==> config.mk <==
export PLATFORM = sky130hd
export DESIGN_NAME = open_addressing_hash_table_flat
export DESIGN_NICKNAME = d
export VERILOG_FILES = /design/src/hw/rtl/oaht_pkg.sv /design/src/hw/rtl/oaht_if.sv /design/src/hw/rtl/open_addressing_hash_table.sv /design/src/hw/rtl/oaht_ram.sv /design/src/hw/rtl/oaht_mod.sv /design/src/flat_wrapper.sv
export VERILOG_INCLUDE_DIRS = /design/src /design/src/hw/rtl
export SDC_FILE = /design/constraint.sdc
export NUM_CORES = 1
export LEC_CHECK = 0
export ABC_AREA = 1
export BUFFER_PORTS_ARGS = -buffer_cell sky130_fd_sc_hd__buf_2
export CAP_MARGIN = 20
export CORE_MARGIN = 2
export CORE_UTILIZATION = 27
export DETAILED_ROUTE_END_ITERATION = 16
export SLEW_MARGIN = 40
export SYNTH_ARGS = -nofsm -noshare
export SYNTH_HDL_FRONTEND = slang
export SYNTH_HIERARCHICAL = 1
export SYNTH_SLANG_ARGS = --single-unit
export TNS_END_PERCENT = 100
==> constraint.sdc <==
create_clock -name clk -period 12.35 [get_ports clk]
set_input_delay 0.6175 -clock clk [delete_from_list [all_inputs] [get_ports clk]]
set_output_delay 0.6175 -clock clk [all_outputs]
set_load 0.01 [all_outputs]
==> src/hw/rtl/open_addressing_hash_table_macros.svh <==
// assertion macros used by the hash table rtl
// every macro samples on clk and is disabled while rst_n is low
`ifndef OPEN_ADDRESSING_HASH_TABLE_MACROS_SVH
`define OPEN_ADDRESSING_HASH_TABLE_MACROS_SVH

// same-cycle implication
`define OAHT_ASSERT_SAME(label, ante, cons) \
  label: assert property (@(posedge clk) disable iff (!rst_n) (ante) |-> (cons)) \
    else $error("oaht assertion failed");

// next-cycle implication
`define OAHT_ASSERT_NEXT(label, ante, cons) \
  label: assert property (@(posedge clk) disable iff (!rst_n) (ante) |=> (cons)) \
    else $error("oaht assertion failed");

`endif

==> src/hw/rtl/oaht_pkg.sv <==
`timescale 1ns / 1ps
`default_nettype none

package oaht_pkg;

  localparam int KEY_W    = 32;
  localparam int SLOT_W   = 4;
  localparam int STRIDE_W = 4;

  localparam logic [STRIDE_W-1:0] STRIDE_RESET = 4'd7;

  localparam logic CMD_INSERT = 1'b0;
  localparam logic CMD_SEARCH = 1'b1;

  typedef enum logic [1:0] {
    ST_INSERTED  = 2'd0,
    ST_FULL      = 2'd1,
    ST_FOUND     = 2'd2,
    ST_NOT_FOUND = 2'd3
  } status_t;

  typedef enum logic [1:0] {
    S_CLEAR,
    S_IDLE,
    S_HASH,
    S_PROBE
  } state_t;

  // request to the home slot unit
  typedef struct packed {
    logic             start;
    logic [KEY_W-1:0] key;
  } mod_req_t;

endpackage

`default_nettype wire

==> src/hw/rtl/oaht_if.sv <==
`timescale 1ns / 1ps
`default_nettype none

interface oaht_in_if;
  logic                    valid;
  logic                    ready;
  logic                    command;
  logic [oaht_pkg::KEY_W-1:0] key;

  modport source (output valid, output command, output key, input ready);
  modport sink   (input valid, input command, input key, output ready);
endinterface

interface oaht_out_if;
  logic                        valid;
  logic                        ready;
  oaht_pkg::status_t           status;
  logic [oaht_pkg::SLOT_W-1:0] slot;

  modport source (output valid, output status, output slot, input ready);
  modport sink   (input valid, input status, input slot, output ready);
endinterface

`default_nettype wire

==> src/hw/rtl/open_addressing_hash_table.sv <==
`timescale 1ns / 1ps
`default_nettype none

// open-addressing hash table of 32-bit keys with fixed-stride probing. an insert
// item stores its key in the first free slot on the path home, home+stride, ...
// (all modulo SLOTS) and returns inserted with the slot, or table full once the
// path comes back to the home slot; duplicates are not checked. a search item
// walks the same path and returns found with the slot, or not found on a free
// slot or on returning home. the stride register (reset 7) is taken modulo
// SLOTS and may only be written while the table is idle. one item is worked on
// at a time: the home slot is found by the key register, reciprocal multiply
// and remainder, its read is issued, then the probe loop reads one slot a
// cycle from the key and valid memories, 1 to SLOTS slots in all. the table
// goes back to idle as the result is registered and then accepts the next
// item. a finished result sits in an output register, so the next item is
// accepted while it waits; a later result that finds it still waiting holds
// the probe loop. after reset the valid memory is cleared slot by slot,
// during which no item is accepted.
module open_addressing_hash_table #(
  parameter int SLOTS = 16
) (
  input  wire logic                            clk,
  input  wire logic                            rst_n,
  oaht_in_if.sink                              in_item,
  oaht_out_if.source                           out_item,
  input  wire logic                            cfg_wr_en,
  input  wire logic [oaht_pkg::STRIDE_W-1:0]   cfg_wr_data
);

`include "open_addressing_hash_table_macros.svh"

  localparam int IW = $clog2(SLOTS);
  // width that holds both the stride and SLOTS itself
  localparam int CW = (IW + 1 > oaht_pkg::STRIDE_W) ? IW + 1 : oaht_pkg::STRIDE_W;
  localparam logic [CW-1:0] SLOTS_C = CW'(SLOTS);
  localparam logic [IW:0]   SLOTS_I = (IW+1)'(SLOTS);

  // control state
  oaht_pkg::state_t              state_r, state_nxt;
  logic [IW-1:0]                 clr_r;
  logic                          out_valid_r;
  logic [oaht_pkg::STRIDE_W-1:0] stride_r;

  // item payload
  logic                       cmd_r;
  logic [oaht_pkg::KEY_W-1:0] key_r;
  logic [IW-1:0]              step_r;
  logic [IW-1:0]              idx_r;
  logic [IW-1:0]              home_r;
  oaht_pkg::status_t          out_status_r;
  logic [oaht_pkg::SLOT_W-1:0] out_slot_r;

  // memory ports
  logic [IW-1:0]              ram_addr;
  logic                       key_we;
  logic [oaht_pkg::KEY_W-1:0] key_rdata;
  logic                       vld_we;
  logic [0:0]                 vld_wdata;
  logic [0:0]                 vld_rdata;

  // home slot unit
  oaht_pkg::mod_req_t mod_req;
  logic               mod_done;
  logic [IW-1:0]      home_w;

  logic               in_ready;
  logic               in_acc;
  logic               out_free;
  logic               clr_last;
  logic [IW-1:0]      step_w;
  logic [IW-1:0]      idx_step;
  logic               hit_match;
  logic               path_home;
  logic               term;
  logic               commit;
  oaht_pkg::status_t  res_status;
  logic [oaht_pkg::SLOT_W-1:0] res_slot;

  oaht_mod #(.SLOTS(SLOTS)) u_mod (
    .clk   (clk),
    .rst_n (rst_n),
    .req   (mod_req),
    .done  (mod_done),
    .home  (home_w)
  );

  // key store, never cleared: a key is only looked at behind a set valid bit
  oaht_ram #(.WIDTH(oaht_pkg::KEY_W), .DEPTH(SLOTS)) u_key_ram (
    .clk   (clk),
    .addr  (ram_addr),
    .we    (key_we),
    .wdata (key_r),
    .rdata (key_rdata)
  );

  // slot valid bits, swept to zero after reset
  oaht_ram #(.WIDTH(1), .DEPTH(SLOTS)) u_vld_ram (
    .clk   (clk),
    .addr  (ram_addr),
    .we    (vld_we),
    .wdata (vld_wdata),
    .rdata (vld_rdata)
  );

  assign in_acc   = in_item.valid && in_ready;
  assign out_free = !out_valid_r || out_item.ready;
  assign clr_last = (clr_r == IW'(SLOTS - 1));

  // stride modulo SLOTS: stride < 16 and SLOTS >= 2, so at most 7 subtracts
  always_comb begin
    logic [CW-1:0] s;
    s = CW'(stride_r);
    for (int j = 0; j < 8; j++) begin
      if (s >= SLOTS_C) begin
        s = s - SLOTS_C;
      end
    end
    step_w = s[IW-1:0];
  end

  // next slot on the probe path, both terms below SLOTS so one correction
  always_comb begin
    logic [IW:0] sum;
    sum = {1'b0, idx_r} + {1'b0, step_r};
    if (sum >= SLOTS_I) begin
      sum = sum - SLOTS_I;
    end
    idx_step = sum[IW-1:0];
  end

  // probe decision on the slot just read
  assign hit_match = (cmd_r == oaht_pkg::CMD_SEARCH) && (key_rdata == key_r);
  assign path_home = (idx_step == home_r);
  assign term      = !vld_rdata[0] || hit_match || path_home;

  always_comb begin
    logic hit;
    if (!vld_rdata[0]) begin
      // free slot ends both commands
      res_status = (cmd_r == oaht_pkg::CMD_INSERT) ? oaht_pkg::ST_INSERTED
                                                   : oaht_pkg::ST_NOT_FOUND;
      hit        = (cmd_r == oaht_pkg::CMD_INSERT);
    end else if (hit_match) begin
      res_status = oaht_pkg::ST_FOUND;
      hit        = 1'b1;
    end else begin
      // path came back home
      res_status = (cmd_r == oaht_pkg::CMD_INSERT) ? oaht_pkg::ST_FULL
                                                   : oaht_pkg::ST_NOT_FOUND;
      hit        = 1'b0;
    end
    res_slot = hit ? oaht_pkg::SLOT_W'(idx_r) : '0;
  end

  // next state
  always_comb begin
    state_nxt = state_r;
    unique case (state_r)
      oaht_pkg::S_CLEAR: begin
        if (clr_last) state_nxt = oaht_pkg::S_IDLE;
      end
      oaht_pkg::S_IDLE: begin
        if (in_acc) state_nxt = oaht_pkg::S_HASH;
      end
      oaht_pkg::S_HASH: begin
        if (mod_done) state_nxt = oaht_pkg::S_PROBE;
      end
      oaht_pkg::S_PROBE: begin
        if (commit) state_nxt = oaht_pkg::S_IDLE;
      end
      default: state_nxt = oaht_pkg::S_CLEAR;
    endcase
  end

  // state outputs
  always_comb begin
    ram_addr      = idx_r;
    key_we        = 1'b0;
    vld_we        = 1'b0;
    vld_wdata     = 1'b0;
    in_ready      = 1'b0;
    mod_req.start = 1'b0;
    mod_req.key   = in_item.key;
    commit        = 1'b0;
    unique case (state_r)
      oaht_pkg::S_CLEAR: begin
        ram_addr = clr_r;
        vld_we   = 1'b1;
      end
      oaht_pkg::S_IDLE: begin
        in_ready      = 1'b1;
        mod_req.start = in_item.valid;
      end
      oaht_pkg::S_HASH: begin
        // first read goes out as soon as the home slot is known
        ram_addr = home_w;
      end
      oaht_pkg::S_PROBE: begin
        // read ahead along the path; re-read the current slot while held
        ram_addr  = term ? idx_r : idx_step;
        commit    = term && out_free;
        key_we    = commit && !vld_rdata[0] && (cmd_r == oaht_pkg::CMD_INSERT);
        vld_we    = key_we;
        vld_wdata = 1'b1;
      end
      default: begin
        ram_addr = idx_r;
      end
    endcase
  end

  always_ff @(posedge clk) begin
    if (!rst_n) begin
      state_r     <= oaht_pkg::S_CLEAR;
      clr_r       <= '0;
      out_valid_r <= 1'b0;
      stride_r    <= oaht_pkg::STRIDE_RESET;
    end else begin
      state_r <= state_nxt;
      if (state_r == oaht_pkg::S_CLEAR) begin
        clr_r <= clr_r + 1'b1;
      end
      if (commit) begin
        out_valid_r <= 1'b1;
      end else if (out_item.ready) begin
        out_valid_r <= 1'b0;
      end
      if (cfg_wr_en) begin
        stride_r <= cfg_wr_data;
      end
    end
  end

  always_ff @(posedge clk) begin
    if (in_acc) begin
      cmd_r  <= in_item.command;
      key_r  <= in_item.key;
      step_r <= step_w;
    end
    if (mod_done) begin
      idx_r  <= home_w;
      home_r <= home_w;
    end else if (state_r == oaht_pkg::S_PROBE && !term) begin
      idx_r <= idx_step;
    end
    if (commit) begin
      out_status_r <= res_status;
      out_slot_r   <= res_slot;
    end
  end

  assign in_item.ready   = in_ready;
  assign out_item.valid  = out_valid_r;
  assign out_item.status = out_status_r;
  assign out_item.slot   = out_slot_r;

  // home slot result only arrives while waiting for it
  `OAHT_ASSERT_SAME(a_done_in_hash, mod_done, state_r == oaht_pkg::S_HASH)
  // probe index and stride stay inside the table
  `OAHT_ASSERT_SAME(a_idx_range, state_r == oaht_pkg::S_PROBE, idx_r < SLOTS && step_r < SLOTS)
  // a search never writes the table
  `OAHT_ASSERT_SAME(a_search_ro, cmd_r == oaht_pkg::CMD_SEARCH && state_r == oaht_pkg::S_PROBE,
    !key_we && !vld_we)
  // a committed result leaves the probe loop and is shown next cycle
  `OAHT_ASSERT_NEXT(a_commit_out, commit, out_valid_r && state_r == oaht_pkg::S_IDLE)

endmodule

`default_nettype wire

==> src/hw/rtl/oaht_ram.sv <==
`timescale 1ns / 1ps
`default_nettype none

module oaht_ram #(
  parameter int WIDTH = 32,
  parameter int DEPTH = 16,
  localparam int AW = $clog2(DEPTH)
) (
  input  wire logic             clk,
  input  wire logic [AW-1:0]    addr,
  input  wire logic             we,
  input  wire logic [WIDTH-1:0] wdata,
  output logic      [WIDTH-1:0] rdata
);

  logic [WIDTH-1:0] mem [DEPTH];
  logic [WIDTH-1:0] rdata_r;

  // read-first, registered read data
  always_ff @(posedge clk) begin
    if (we) begin
      mem[addr] <= wdata;
    end
    rdata_r <= mem[addr];
  end

  assign rdata = rdata_r;

endmodule

`default_nettype wire

==> src/hw/rtl/oaht_mod.sv <==
`timescale 1ns / 1ps
`default_nettype none

module oaht_mod #(
  parameter int SLOTS = 16,
  localparam int IW = $clog2(SLOTS)
) (
  input  wire logic              clk,
  input  wire logic              rst_n,
  input  wire oaht_pkg::mod_req_t req,
  output logic                   done,
  output logic [IW-1:0]          home
);

  // key modulo SLOTS by a constant reciprocal: quotient, then key - q * SLOTS
  localparam int SHIFT   = oaht_pkg::KEY_W + IW;
  localparam int RECIP_W = oaht_pkg::KEY_W + 1;
  localparam int PROD_W  = oaht_pkg::KEY_W + RECIP_W;
  localparam logic [63:0] RECIP_WIDE =
    ((64'd1 << SHIFT) + 64'(SLOTS) - 64'd1) / 64'(SLOTS);
  localparam logic [RECIP_W-1:0] RECIP    = RECIP_W'(RECIP_WIDE);
  localparam logic [IW-1:0]      SLOTS_LO = IW'(SLOTS);

  logic                       mul_r;
  logic                       sub_r;
  logic                       done_r;
  logic [oaht_pkg::KEY_W-1:0] key_r;
  logic [IW-1:0]              quo_r;
  logic [IW-1:0]              rem_r;
  logic [PROD_W-1:0]          prod;
  logic [IW-1:0]              quo_slots;

  assign prod = PROD_W'(key_r) * PROD_W'(RECIP);
  // low bits of the quotient are enough, the remainder is below 2**IW
  assign quo_slots = quo_r * SLOTS_LO;

  always_ff @(posedge clk) begin
    if (!rst_n) begin
      mul_r  <= 1'b0;
      sub_r  <= 1'b0;
      done_r <= 1'b0;
    end else begin
      mul_r  <= req.start;
      sub_r  <= mul_r;
      done_r <= sub_r;
    end
  end

  always_ff @(posedge clk) begin
    if (req.start) begin
      key_r <= req.key;
    end
    if (mul_r) begin
      quo_r <= prod[SHIFT +: IW];
    end
    if (sub_r) begin
      rem_r <= key_r[IW-1:0] - quo_slots;
    end
  end

  assign done = done_r;
  assign home = rem_r;

endmodule

`default_nettype wire

==> src/flat_wrapper.sv <==
// flat-port wrapper written by rule: the top's interface ports become plain ports
module open_addressing_hash_table_flat 
#(
  parameter int SLOTS = 16
)
  (clk, rst_n, cfg_wr_en, cfg_wr_data, in_item_valid, in_item_command, in_item_key, in_item_ready, out_item_valid, out_item_status, out_item_slot, out_item_ready);
  oaht_in_if in_item_i ();
  oaht_out_if out_item_i ();
  input  wire logic clk;
  input  wire logic rst_n;
  input  wire logic cfg_wr_en;
  input  wire logic [oaht_pkg::STRIDE_W-1:0] cfg_wr_data;
  input wire logic [$bits(in_item_i.valid)-1:0] in_item_valid;
  input wire logic [$bits(in_item_i.command)-1:0] in_item_command;
  input wire logic [$bits(in_item_i.key)-1:0] in_item_key;
  output wire logic [$bits(in_item_i.ready)-1:0] in_item_ready;
  output wire logic [$bits(out_item_i.valid)-1:0] out_item_valid;
  output wire logic [$bits(out_item_i.status)-1:0] out_item_status;
  output wire logic [$bits(out_item_i.slot)-1:0] out_item_slot;
  input wire logic [$bits(out_item_i.ready)-1:0] out_item_ready;
  assign in_item_i.valid = in_item_valid;
  assign in_item_i.command = in_item_command;
  assign in_item_i.key = in_item_key;
  assign in_item_ready = in_item_i.ready;
  assign out_item_valid = out_item_i.valid;
  assign out_item_status = out_item_i.status;
  assign out_item_slot = out_item_i.slot;
  assign out_item_i.ready = out_item_ready;
  open_addressing_hash_table #(.SLOTS(SLOTS)) u_core (.clk(clk), .rst_n(rst_n), .in_item(in_item_i), .out_item(out_item_i), .cfg_wr_en(cfg_wr_en), .cfg_wr_data(cfg_wr_data));
endmodule
# [Yosys cells after proc, flatten, opt, wreduce, memory -nomap -nowiden]
# Memory sizes are Yosys's and may differ from the RTL's. A register that Yosys moved wholly into a read port is not among the register bits.
# Cells that the tools add are included.
# Widths: inputs -> output; s select.
[word_totals] reg_bits=73 ramBits=528 inputBits=42 out_inout_bits=8 mem_count=2
[mem_list] memory="u_core.u_key_ram.mem" words=16 word_bits=32 rd=1 rd_ports_with_merged_regs=1 wr=1 line_no="oaht_ram.sv:16" rtl="logic [WIDTH-1:0] mem [DEPTH];"
[mem_list] memory="u_core.u_vld_ram.mem" words=16 word_bits=1 rd=1 rd_ports_with_merged_regs=1 wr=1 line_no="oaht_ram.sv:16"
[op_classes] add_sub_neg=3 magnitude_cmp=1 n_eq_ne=10 n_mux=28 n_bitwise=1 n_reduce_logical=16
[op_table] operator="$eq 32x32->1" n=1
[op_table] operator="$mux 2" n=8
[op_table] operator="$mux 4" n=4
[op_table] operator="$mux 1" n=13
[op_table] operator="$pmux 4 s3" n=1
[op_table] operator="$pmux 2 s4" n=1
[op_table] operator="$logic_and 1x1->1" n=6
[op_table] operator="$ne 2x1->1 const B" n=3
[op_table] operator="$add 4x4->5" n=1
[op_table] operator="$ge 5x5->1 const B" n=1
[op_table] operator="$add 4x1->4 const B" n=1
[op_table] operator="$eq 2x2->1 const B" n=2
[op_table] operator="$eq 4x4->1" n=1
[op_table] operator="$eq 4x4->1 const B" n=1
[op_table] operator="$reduce_and 4->1" n=1
[op_table] operator="$reduce_bool 2->1" n=2
[op_table] operator="$sub 4x1->4 const B" n=1
[op_table] operator="$logic_not 1->1" n=3
[op_table] operator="$logic_or 1x1->1" n=3
[op_table] operator="$eq 2x1->1 const B" n=1
[op_table] operator="$logic_not 2->1" n=1
[op_table] operator="$ne 2x2->1 const B" n=1
[op_table] operator="$pmux 1 s2" n=1
[op_table] operator="$not 1->1" n=1

# [Depth between registers and ports, before layout]
# Gate-level depths: netlist (run 1).
[logic_depth] depth_word=11 mapped_depth=25 ltp_nobuf=22

# [Modules after synthesis]
# Netlist (run 1), hierarchy kept.
[modules_own_cells] mod="oaht_ram (u_core.u_key_ram)" n_inst=1 cells_each=2113 area_each_um2=22213.8
[modules_own_cells] mod="open_addressing_hash_table" n_inst=1 cells_each=334 area_each_um2=3139.3
[modules_own_cells] mod="oaht_ram (u_core.u_vld_ram)" n_inst=1 cells_each=95 area_each_um2=805.8
[modules_own_cells] mod="oaht_mod" n_inst=1 cells_each=17 area_each_um2=322.8

# [Least setup slack after synthesis (run 1)]
# OpenSTA, ideal clock, no wires.
[synth_path] path_kind="reg-to-reg" from="reg u_core.idx_r[0]" to="mem u_core.u_key_ram.mem[6][0] (enable)" setup_time_ns=0.421 t_arrival_ns=4.133 t_required_ns=11.929 slack_ns=7.796 stages_incl_launch_ff=15 n_path_buf=3 period_less_slack_ns=4.554 path_cell_list="edfxtp_1 ha_1 fa_1 xnor2_1 nand3_1 nor2_1 nand3_4 nand4_1 nand3_1 a21oi_2 buf_2 buf_2 buf_2 nand3_1 nor2_1"
[synth_via] word_cells_on_any_way=14 cone_classes="add/sub: 2; order compare: 1; eq/ne: 1; mux: 6; reduce/logical: 4"
[synth_rtl] item="from (decl)" line_no="open_addressing_hash_table.sv:48" rtl="logic [IW-1:0] idx_r;"
[synth_rtl] item="from (signal assigned)" line_no="open_addressing_hash_table.sv:241" rtl="idx_r <= home_w;"
[synth_rtl] item="from (signal assigned)" line_no="open_addressing_hash_table.sv:244" rtl="idx_r <= idx_step;"
[synth_rtl] item="$add 4x4->5 (*)" line_no="open_addressing_hash_table.sv:124" rtl="sum = {1'b0, idx_r} + {1'b0, step_r};"
[synth_rtl] item="$sub 4x1->4 / $ge 5x5->1 (equally long branches)" line_no="open_addressing_hash_table.sv:126, open_addressing_hash_table.sv:125"
[synth_rtl] item="$mux 4 (*)" line_no="open_addressing_hash_table.sv:125" rtl="if (sum >= SLOTS_I) begin"
[synth_rtl] item="$eq 4x4->1" line_no="open_addressing_hash_table.sv:133" rtl="assign path_home = (idx_step == home_r);"
[synth_rtl] item="$logic_or 1x1->1" line_no="open_addressing_hash_table.sv:134" rtl="assign term = !vld_rdata[0] || hit_match || path_home;"
[synth_rtl] item="$mux 4 (*)" line_no="open_addressing_hash_table.sv:200" rtl="ram_addr = term ? idx_r : idx_step;"
[synth_rtl] item="$pmux 4 s3 (*)" line_no="open_addressing_hash_table.sv:185" rtl="unique case (state_r)"
[synth_rtl] item="named net u_core.ram_addr[1]" line_no="open_addressing_hash_table.sv:54" rtl="logic [IW-1:0] ram_addr;"
[synth_rtl] item="to (decl)" line_no="oaht_ram.sv:16"
# The timed path passes the listed nets; every way through them passes the cells marked *.

# [Final worst setup path (run 1)]
[layout_path] from="reg u_core/key_r[8] in the netlist's numbering" to="mem u_core.u_key_ram.mem[11][2] (enable)"
[layout_via] word_cells_on_any_way=12 cone_classes="eq/ne: 1; mux: 5; reduce/logical: 6"
[layout_rtl] item="from (decl)" line_no="open_addressing_hash_table.sv:46" rtl="logic [oaht_pkg::KEY_W-1:0] key_r;"
[layout_rtl] item="from (signal assigned)" line_no="open_addressing_hash_table.sv:237" rtl="key_r <= in_item.key;"
[layout_rtl] item="$eq 32x32->1" line_no="open_addressing_hash_table.sv:132" rtl="assign hit_match = (cmd_r == oaht_pkg::CMD_SEARCH) && (key_rdata == key_r);"
[layout_rtl] item="$logic_and 1x1->1" line_no="open_addressing_hash_table.sv:132"
[layout_rtl] item="$logic_or 1x1->1 (2 in a row)" line_no="open_addressing_hash_table.sv:134"
[layout_rtl] item="$mux 4" line_no="open_addressing_hash_table.sv:200"
[layout_rtl] item="$pmux 4 s3" line_no="open_addressing_hash_table.sv:185"
[layout_rtl] item="named net u_core.ram_addr[1]" line_no="open_addressing_hash_table.sv:54"
# The timed path passes the listed nets, and every way through them passes these cells.

==> results of run 1 <==
cell type report:
class / count / area share, %
inverter: 146 / 1.85
clock inverter: 34 / 1.07
multi-input combinational: 1675 / 22.5
clock buffer: 94 / 6.48
sequential: 634 / 61.2
timing repair buffer: 81 / 1.70
tap: 1276 / 5.26
synthesized netlist by cell type, types with 10 or more instances:
cell type / number
nor2_1: 68
nand2_1: 1505
clkbuf_1: 13
buf_6: 24
buf_2: 43
nand3_1: 23
dfxtp_1: 47
inv_1: 143
edfxtp_1: 587
xnor2_1: 10
buf_4: 17
o21ai_0: 16
state kept, by name (all words and copies together), names as in the netlist, 2 cells and up:
| name | cells |
|---|---|
| u_core/u_key_ram/mem | 512 |
| u_core/key_r | 32 |
| u_core/u_key_ram/rdata | 32 |
| u_core/u_vld_ram/mem | 16 |
| u_core/clr_r | 4 |
| u_core/home_r | 4 |
| u_core/idx_r | 4 |
| u_core/out_item.slot | 4 |
| u_core/step_r | 4 |
| u_core/step_w | 4 |
| u_core/u_mod/home | 4 |
| u_core/u_mod/key_r | 4 |
| u_core/out_item.status | 2 |
| u_core/state_r | 2 |
cells by family (layout without fill, tap and decap cells):
group,after synthesis,after routing
AOI/OAI and AO/OA,35,35
xor gates and xnor gates,15,15
adders and majority gates,10,10
buffers and inverters,250,355
DFF,634,634
and+or+nand+nor,1615,1615
metrics by stage:
| stage | area (um^2) | hold WS, ns | util (%) | total power [mW] | instances |
|---|---|---|---|---|---|
| after global routing | 30400 | 0.170 | 31.3 | 7.87 | 3940 |
| after floorplan | 26500 | 0.390 | - | 4.70 | 2559 |
| after detailed placement | 28000 | 0.405 | 28.9 | 5.29 | 3811 |
| after global placement | 28000 | 0.396 | 28.9 | 5.28 | 3811 |
| after CTS | 30300 | 0.150 | 31.3 | 7.39 | 3939 |
| final | 30400 | 0.185 | 31.3 | 7.31 | 3940 |
path summary, 6_finish.rpt:
| kind | end | cells after the start | from | slack, ns |
|---|---|---|---|---|
| worst max-delay path | u_core/u_key_ram/mem[11][2] | 13 | u_core/key_r[8] | 7.37 |
| worst min-delay path | u_core/key_r[23] | 1 | in_item_key[23] | 0.19 |
| worst max register to register | u_core/u_key_ram/mem[11][2] | 13 | u_core/key_r[8] | 7.37 |
| worst min register to register | u_core/u_mod/sub_r | 2 | u_core/u_mod/mul_r | 0.42 |
routing by layer:
| metal | part of all wire, % | global-route usage, % |
|---|---|---|
| met3 | 5.7 | 2.00 |
| met4 | 2.0 | 3.77 |
| met5 | 0 | 0 |
| met2 | 48 | 20.8 |
| met1 | 45 | 16.8 |
where the power goes:
part           switching, mW  internal, mW
sequential            0.0884          2.48
combinational           1.95         0.726
clock                  0.844          1.23
total                   2.88          4.43
==> impl_results.md, run 1 <==
- Io pins: 50
- P&R area growth vs syn: 14.6%
- Setup WS post-layout: 7.37 ns
- Outcome: completed
- Number of global-route vias before repair: roughly 16000
- Crit Path Max Fanout: ~140
- Root Buffer: clkbuf_16
- Cells after Synth: between 2000 and 3000
- Cts repair resizes: 0
- Global route overflow: 0
- Clock skew: 0.0282 ns
- Yosys warning count: 6
- Commonest non-fill, non-tap cells in the layout: nand2_1 (1505), edfxtp_1 (587), inv_1 (141), clkbuf_16 (73), nor2_1 (50)
- Clock buffer depth: 3
- Worst slack, placed: around 7.3 ns
- Slew Limit Fails: 0
- Main combinational cell family by area after synthesis: simple AND/OR/NAND/NOR gates
- Post-synth top area share: 66.6%
- DRT Pass-1 Iters: 5
- Initial antenna violation count: 1
- Final Wtd Congestion: 0.801
- Height of the chip: around 320 um
- Number of hold buffers added after CTS: 0
- Setup TNS: 0 ns
- Core Area: just under 100000 um^2
- Net total in the final layout: ~2700
- WL/cell: roughly 16 um
- Top cells by area in the synthesized netlist: edfxtp_1 (67%), nand2_1 (21%), dfxtp_1 (3.6%)
- Register bit total from synthesis: between 600 and 700
- Synth Area in XOR/XNOR: 0.496%
- RSZ-0062 raised after global routing: no
- Syn Nets: approximately 2600
- Clk_lat worst skew: around 0.61 ns
- Number of synthesized flops with an enable pin: 587
- FP Rows: roughly 110
- Top_reg_cell synth: edfxtp_1
- Fin crit period: between 4 and 5 ns
- Tot GR Track Use: 12.5%
- Max incr delay on CP: ~0.80 ns
- Post-synthesis compound-gate area fraction: 0.808%
- CP bufs+invs: 2
- Mux cell area share after synthesis: 0%
- Multi-input combinational cell area: between 6000 and 7000 um^2
- Global-route wire length before repair: 96200 um
- Critical path arrival: approximately 5.2 ns
- WP data required: 12.59 ns
- Final setup violation count: 0
- Synth async-reset ratio: 0%
- Aggregate routed wire length: between 60000 and 70000 um
- TritonCTS buffer count: 70
- DP HPWL: between 30000 and 40000 um
- Die Span X: 317 um
- Fillers: a little under 10000
- Sequential share of the synthesized area: 70.1%
- Tcrit/Tclk final: between 40% and 50%
- Synth Cell Area: about 26000 um^2
- Setup CP Type: register to register
- Tightest Pin Transition: approximately 0.81 ns
- CTS tree: built
- Worst vdd ir: around 0.0002 V
- Worst Hold Class: primary input to register
- Fmax: between 200 and 250 MHz
- Layout cells sized above 1: 8.48%
- DRC viols: 0
- Routed Antenna Nets: 0
- Cell Chain, Critical Path: xnor2_1 > nand2_1 > nor2_1 > nand2_1 > nor2_1 > nand3_4 > nand4_1 > nand3_1 > a21oi_4 > buf_12 > nand3_1 > nor2_4 > buf_4
- Cell taking the most area after synthesis: edfxtp_1
- FF/Latch Area: roughly 19000 um^2
- Crit end category: register
- # clock sinks: 634
- Drt first-iter violations: 1319
- MaxCap Viol Count: 0
- Synth unique cells: 35
- Relative slew slack: between 40 and 50%
- Leak: roughly 12 nW
- CP Launch Type: register
- Port bufs: 49
- Vias: 16800
- # Post-CTS Setup Buffers: 0
- CP max stage cell: edfxtp_1
- Crit path max-delay family: simple AND/OR/NAND/NOR gates
- Antenna cells: 0
- Post-synthesis adder-cell area fraction: 0.501%
- Die ar.: between 100000 and 150000 um^2
- Vias/cell: 4.27
- H-tree levels: 3
- Starting Density: between 20% and 30%
- Hold violation count in the final report: 0
- Largest net degree at the start of global routing: approximately 140
- Area fraction in and, or, nand and nor cells after synthesis: between 20% and 30%
- Clk slew on worst S/H paths: 0.06 ns
- Pwr/cell area: 241 nW/um^2
- Most common cell after layout, fill and taps aside: nand2_1
- Syn Area/Cell: a little over 10 um^2
(Power assumes the default switching activity.)
==> run 2, diff against run 1 <==
- clock period: 12.35 -> 5.05 ns (I/O delays scaled with it)
==> run 2 against run 1 <==
Compared with the run above: wire length grew 2.5%; maximum frequency grew 21%; clock skew grew 0.0014 ns; via count grew 1.3%; sequential power grew 140%.
==> impl_results.md, run 2 (same netlist as run 1, synthesis figures left out) <==
- Worst R2R Path Depth: 15 (+2)
- CTS tree: built
- Number of global-route vias before repair: 16600 (+2.4%)
- FF/Latch Area: 18600 um^2 (unchanged)
- Largest net degree at the start of global routing: 129 (-6.5%)
- Number of hold buffers added after CTS: 47 (+47)
- TritonCTS buffer count: 69 (-1.4%)
- Antenna cells: 0 (unchanged)
- Commonest non-fill, non-tap cells in the layout: nand2_1 (1505), edfxtp_1 (587), inv_1 (141), clkbuf_16 (70)
- Fmax: 242 MHz (+21%)
- Setup crit end: u_core/u_key_ram/mem[14][15]
- Most common cell after layout, fill and taps aside: nand2_1
- DRT Pass-1 Iters: 6 (+1)
- Tot GR Track Use: 13.0% (+0.42 points)
- Worst vdd ir: 0.000714 V (+260%)
- MaxCap Viol Count: 0 (unchanged)
- CP max stage cell: edfxtp_1
- Post-route design area: 31200 um^2 (+2.9%)
- Tightest Pin Transition: 0.820 ns (+0.00959 ns)
- FP Rows: 114 (unchanged)
- Worst path most repeated cell: nand2_1
- RSZ-0062 raised after global routing: no
- Initial antenna violation count: 0 (-1)
- H-tree levels: 3 (unchanged)
- Cell Chain, Critical Path: inv_1 > nand2_1 > nand2_1 > inv_1 > nand2_1 > nor2_1 > nand2_1 > nor2_1 > nand3_4 > nand4_1 > nand3_1 > a21oi_2 > nand2_1 > nor2_4 > buf_4
- Port bufs: 49 (unchanged)
- # Post-CTS Setup Buffers: 0 (unchanged)
- P&R area growth vs syn: 18.0%
- Net total in the final layout: 2743 (+3.1%)
- Routed Antenna Nets: 0 (unchanged)
- DP HPWL: 35400 um (+4.8%)
- Fin crit period: 4.13 ns (-0.852 ns)
- Die Span X: 317 um (unchanged)
- Worst Hold Class: primary input to register
- Crit path max-delay family: simple AND/OR/NAND/NOR gates
- Multi-input combinational cell area: 6810 um^2 (about the same)
- WL/cell: 16.1 um (+0.39%)
- Final core utilization: 32.2% (+0.91 points)
- Placed insts: 3849 (+1.0%)
- Vias: 17000 (+1.3%)
- Post-DP Area: 28500 um^2 (+1.6%)
- Tcrit/Tclk final: 81.8% (+41 points)
- Hold violation count in the final report: 0 (unchanged)
- Crit path from: u_core/key_r[13]
- # clock sinks: 634 (unchanged)
- WP depth: 15 (+2)
- Vias/cell: 4.24 (-0.71%)
- Global-route wire length before repair: 99000 um (+2.9%)
- Root Buffer: clkbuf_16
- Io pins: 50 (unchanged)
- Final setup violation count: 0 (unchanged)
- Top reg by flops: u_core/u_key_ram/mem
- WP data required: 5.32 ns (-7.27 ns)
- Crit Path Max Fanout: 18 (-87%)
- CP Launch Type: register
- Clk_lat worst skew: 0.61 ns (about the same)
- Outcome: completed
- WHS: 0.232 ns (+0.0470 ns)
- R2R Path Start: u_core/key_r[13]
- Critical path arrival: 4.40 ns (-0.82 ns)
- CP bufs+invs: 3 (+1)
- Starting Density: 27.3% (unchanged)
- Clock buffer depth: 3 (unchanged)
- Layout cells sized above 1: 9.22% (+0.73 points)
- R2R Path End: u_core/u_key_ram/mem[14][15]
- Max incr delay on CP: 0.71 ns (-0.09 ns)
- DRC viols: 0 (unchanged)
- Clock skew: 0.0296 ns (+0.00142 ns)
- Die ar.: 101000 um^2 (unchanged)
- Final Wtd Congestion: 0.767 (-4.3%)
- Height of the chip: 317 um (unchanged)
- Clk slew on worst S/H paths: 0.06 ns (about the same)
- Non-filler cells, final: 4021 (+2.1%)
- Setup TNS: 0 ns (unchanged)
- Slew Limit Fails: 0 (unchanged)
- Largest register FFs: 512 (unchanged)
- Relative slew slack: 45.2% (-0.77 points)
- Aggregate routed wire length: 64600 um (+2.5%)
- Global route overflow: 0 (unchanged)
- Drt first-iter violations: 1331 (+0.91%)
- Fillers: 9773 (-0.31%)
- Pwr/cell area: 573 nW/um^2 (+140%)
- Cts repair resizes: 0 (unchanged)
- Crit end category: register
- Core Area: 97000 um^2 (unchanged)
- Worst R2R Setup Slack: 0.92 ns (-6.45 ns)
- Leak: 12.8 nW (+3.2%)
- Setup CP Type: register to register
## run 2: final cells by class
| type | instances | area share (%) |
|---|---|---|
| Inverter | 146 | 1.79 |
| Clock inverter | 26 | 0.969 |
| Sequential cell | 634 | 59.4 |
| Timing Repair Buffer | 165 | 4.60 |
| Tap cell | 1276 | 5.11 |
| Clock buffer | 99 | 6.28 |
| Multi-Input combinational cell | 1675 | 21.8 |
## run 2: how the worst min path moves through the flow
stage / slack, ns / depth (start not counted) / end / from
global placement: 0.39 / 2 / u_core/u_mod/sub_r / u_core/u_mod/mul_r
floorplan: 0.35 / 2 / u_core/u_mod/done / rst_n
finish: 0.23 / 5 / u_core/state_r[1] / in_item_valid
global route: 0.27 / 6 / u_core/state_r[0] / in_item_valid
detailed placement: 0.41 / 0 / u_core/u_mod/home[2] / u_core/u_mod/key_r[2]
CTS: 0.20 / 5 / u_core/state_r[1] / in_item_valid
## run 2: stage by stage
step / worst slack (ns) / power (mW)
3_5_place_dp: 0.864 / 13.0
6_report: 0.920 / 17.9
4_1_cts: 0.868 / 18.1
5_1_grt: 0.574 / 19.3
2_1_floorplan: 0.496 / 11.5
3_3_place_gp: 0.851 / 13.0
## run 2: per-layer routing
layer	track usage, %	routed length (um)	share of wire [%]	up-vias
li1	-	-	-	8470
met1	17.6	29100	45	8055
met2	21.3	30700	47	421
met3	1.94	3490	5.4	88
met4	4.07	1360	2.1	0
met5	0	0	0	-
## run 2: where the power goes
part           total, mW  internal, mW  switching [mW]
clock network       4.97          2.93            2.04
registers           6.24          6.07           0.171
logic               6.70          1.90            4.80
## run 2: worst reg2reg max path, cell delays in order (launching register included)
cell	delay (ns)
edfxtp_1	0.71
inv_1	0.08
nand2_1	0.08
nand2_1	0.05
inv_1	0.04
nand2_1	0.07
nor2_1	0.15
nand2_1	0.09
nor2_1	0.29
nand3_4	0.23
nand4_1	0.12
nand3_1	0.09
a21oi_2	0.36
nand2_1	0.35
nor2_4	0.62
buf_4	0.45
==> run 3, diff against run 2 <==
- clock period: 5.05 -> 4 ns (I/O delays scaled with it)
==> run 3 against run 2 <==
Compared with the run above: via count rose by 1.1%; flip-flop and latch count did not move; first-iteration DRC count fell by 3.9%; largest power group unchanged.
==> impl_results.md, run 3 (same netlist as run 1, synthesis figures left out) <==
- Clock skew: 0.0238 ns (-0.00581 ns)
- Pwr/cell area: 715 nW/um^2 (+25%)
- Vias: 17200 (+1.1%)
- Fin crit period: 3.73 ns (-0.400 ns)
- DP HPWL: 32800 um (-7.6%)
- Number of global-route vias before repair: 16400 (-1.0%)
- CP Launch Type: register
- Slew Limit Fails: 0 (unchanged)
- R2R Path Start: u_core/idx_r[0]
- Global route overflow: 0 (unchanged)
- Internal cell power: 13.5 mW (+24%)
- DRC viols: 0 (unchanged)
- R2R Path End: u_core/u_key_ram/mem[0][13]
- Final setup violation count: 0 (unchanged)
- Routed Antenna Nets: 0 (unchanged)
- Core Area: 97000 um^2 (unchanged)
- Worst slack, placed: 0.199 ns (-0.666 ns)
- Clk slew on worst S/H paths: 0.06 ns (about the same)
- RSZ-0062 raised after global routing: no
- Clock network power share: 26.7% (-1.0 points)
- Final core utilization: 32.3% (+0.079 points)
- Crit end category: register
- MaxCap Viol Count: 0 (unchanged)
- Most common cell after layout, fill and taps aside: nand2_1
- # Post-CTS Setup Buffers: 0 (unchanged)
- Clk_lat worst skew: 0.62 ns (about the same)
- Post-route design area: 31300 um^2 (+0.24%)
- Net total in the final layout: 2751 (+0.29%)
- Layout cells sized above 1: 9.26% (+0.043 points)
- # clock sinks: 634 (unchanged)
- Worst vdd ir: 0.000888 V (+24%)
- Critical path arrival: 3.98 ns (-0.42 ns)
- H-tree levels: 3 (unchanged)
- Logic gate share of total power: 38.4% (+1.0 points)
- Non-filler cells, final: 4030 (+0.22%)
- Drt first-iter violations: 1279 (-3.9%)
- Starting Density: 27.3% (unchanged)
- Aggregate routed wire length: 64200 um (-0.61%)
- Tcrit/Tclk final: 93.3% (+11 points)
- Antenna cells: 0 (unchanged)
- Switch Pwr: 8.86 mW (+26%)
- Worst R2R Setup Slack: 0.27 ns (-0.65 ns)
- DRT Pass-1 Iters: 6 (unchanged)
- P&R area growth vs syn: 18.2%
- Setup TNS: 0 ns (unchanged)
- Initial antenna violation count: 0 (unchanged)
- Final Wtd Congestion: 0.809 (+5.5%)
- CTS tree: built
- Global-route wire length before repair: 97300 um (-1.7%)
- Relative slew slack: 46.3% (+1.1 points)
- Share of power burned in registers: 35.0% (+0.2 points)
- Root Buffer: clkbuf_16
- Leak: 12.8 nW (+0.11%)
- Worst R2R Path Depth: 16 (+1)
- Hold_sp: in_item_valid
- Die Span X: 317 um (unchanged)
- TritonCTS buffer count: 67 (-2.9%)
- Setup WS post-layout: 0.269 ns (-0.650 ns)
- Tot GR Track Use: 12.7% (-0.21 points)
- Top reg by flops: u_core/u_key_ram/mem
- Switching share of power: 39.6% (+0.41 points)
- Outcome: completed
- WHS Endpoint: u_core/state_r[0]
- Commonest non-fill, non-tap cells in the layout: nand2_1 (1505), edfxtp_1 (587), inv_1 (141), clkbuf_16 (67)
- Largest net degree at the start of global routing: 154 (+19%)
- WL/cell: 15.9 um (-0.83%)
- Io pins: 50 (unchanged)
- Height of the chip: 317 um (unchanged)
- Worst Hold Class: primary input to register
- Clock buffer depth: 3 (unchanged)
- Post-DP Area: 28700 um^2 (+0.72%)
- Largest register FFs: 512 (unchanged)
- WP data required: 4.25 ns (-1.07 ns)
- Placed insts: 3858 (+0.23%)
- Setup CP Type: register to register
- Crit Path Max Fanout: 27 (+9)
- Tightest Pin Transition: 0.804 ns (-0.0160 ns)
- Port bufs: 49 (unchanged)
- Hold violation count in the final report: 0 (unchanged)
- Cells on Worst Hold Path: 5 (unchanged)
- Fmax: 268 MHz (+11%)
- FP Rows: 114 (unchanged)
- Die ar.: 101000 um^2 (unchanged)
- Vias/cell: 4.27 (+0.83%)
run 3: power groups by stage:
stage,combinational (mW),sequential [mW],clock [mW]
after floorplan,6.58,7.96,0
after global placement,8.51,7.96,0
after detailed placement,8.55,7.97,0
after CTS,8.65,7.83,6.12
after global routing,9.82,7.86,6.39
final,8.59,7.83,5.97
run 3: routing by layer:
layer / GRT usage, % / vias to the layer above / wire, um
met5: 0 / - / 0
li1: - / 8491 / -
met3: 2.13 / 100 / 3220
met2: 21.2 / 404 / 30700
met1: 17.1 / 8218 / 28900
met4: 3.65 / 0 / 1430
run 3: final cells by class:
type | instances | area (um^2)
clock buffers | 102 | 1900
clock inverters | 22 | 208
fillers | 9747 | 65700
inverters | 146 | 558
multi-input cells | 1675 | 6820
flip-flops and latches | 634 | 18600
well taps | 1276 | 1600
repair buffers | 175 | 1670
run 3: repair_timing:
action / in CTS / in global routing
hold buffers: 48 / 0
endpoints found under the setup margin: 0 / 5
endpoints found under the hold margin: 51 / 0
resized for setup: 0 / 4
run 3: critical path, stage by stage, from the launching register on:
cell	delay, ns
edfxtp_1	0.42
ha_1	0.24
fa_1	0.39
xnor2_1	0.31
nor2_1	0.08
nor2_1	0.19
nand3_4	0.15
nand3_4	0.13
nand2_1	0.06
nand3_1	0.10
a21oi_4	0.10
buf_4	0.25
inv_8	0.20
nand3_1	0.11
buf_4	0.18
nor2_4	0.08
buf_4	0.37
run 3: worst max path at each step:
stage,start,to,depth (start not counted)
global placement,u_core/idx_r[0],u_core/u_key_ram/mem[2][13],15
floorplan,u_core/idx_r[0],u_core/u_key_ram/mem[0][0],16
global route,u_core/idx_r[0],u_core/u_key_ram/rdata[3],21
finish,u_core/idx_r[0],u_core/u_key_ram/mem[0][13],16
CTS,u_core/idx_r[0],u_core/u_key_ram/mem[2][29],15
detailed placement,u_core/idx_r[0],u_core/u_key_ram/mem[2][13],15
run 3: stage by stage:
step | hold slack (ns) | power, mW
6_report | 0.214 | 22.4
5_1_grt | 0.254 | 24.1
4_1_cts | 0.182 | 22.6
3_5_place_dp | 0.378 | 16.5
3_3_place_gp | 0.377 | 16.5
2_1_floorplan | 0.293 | 14.5
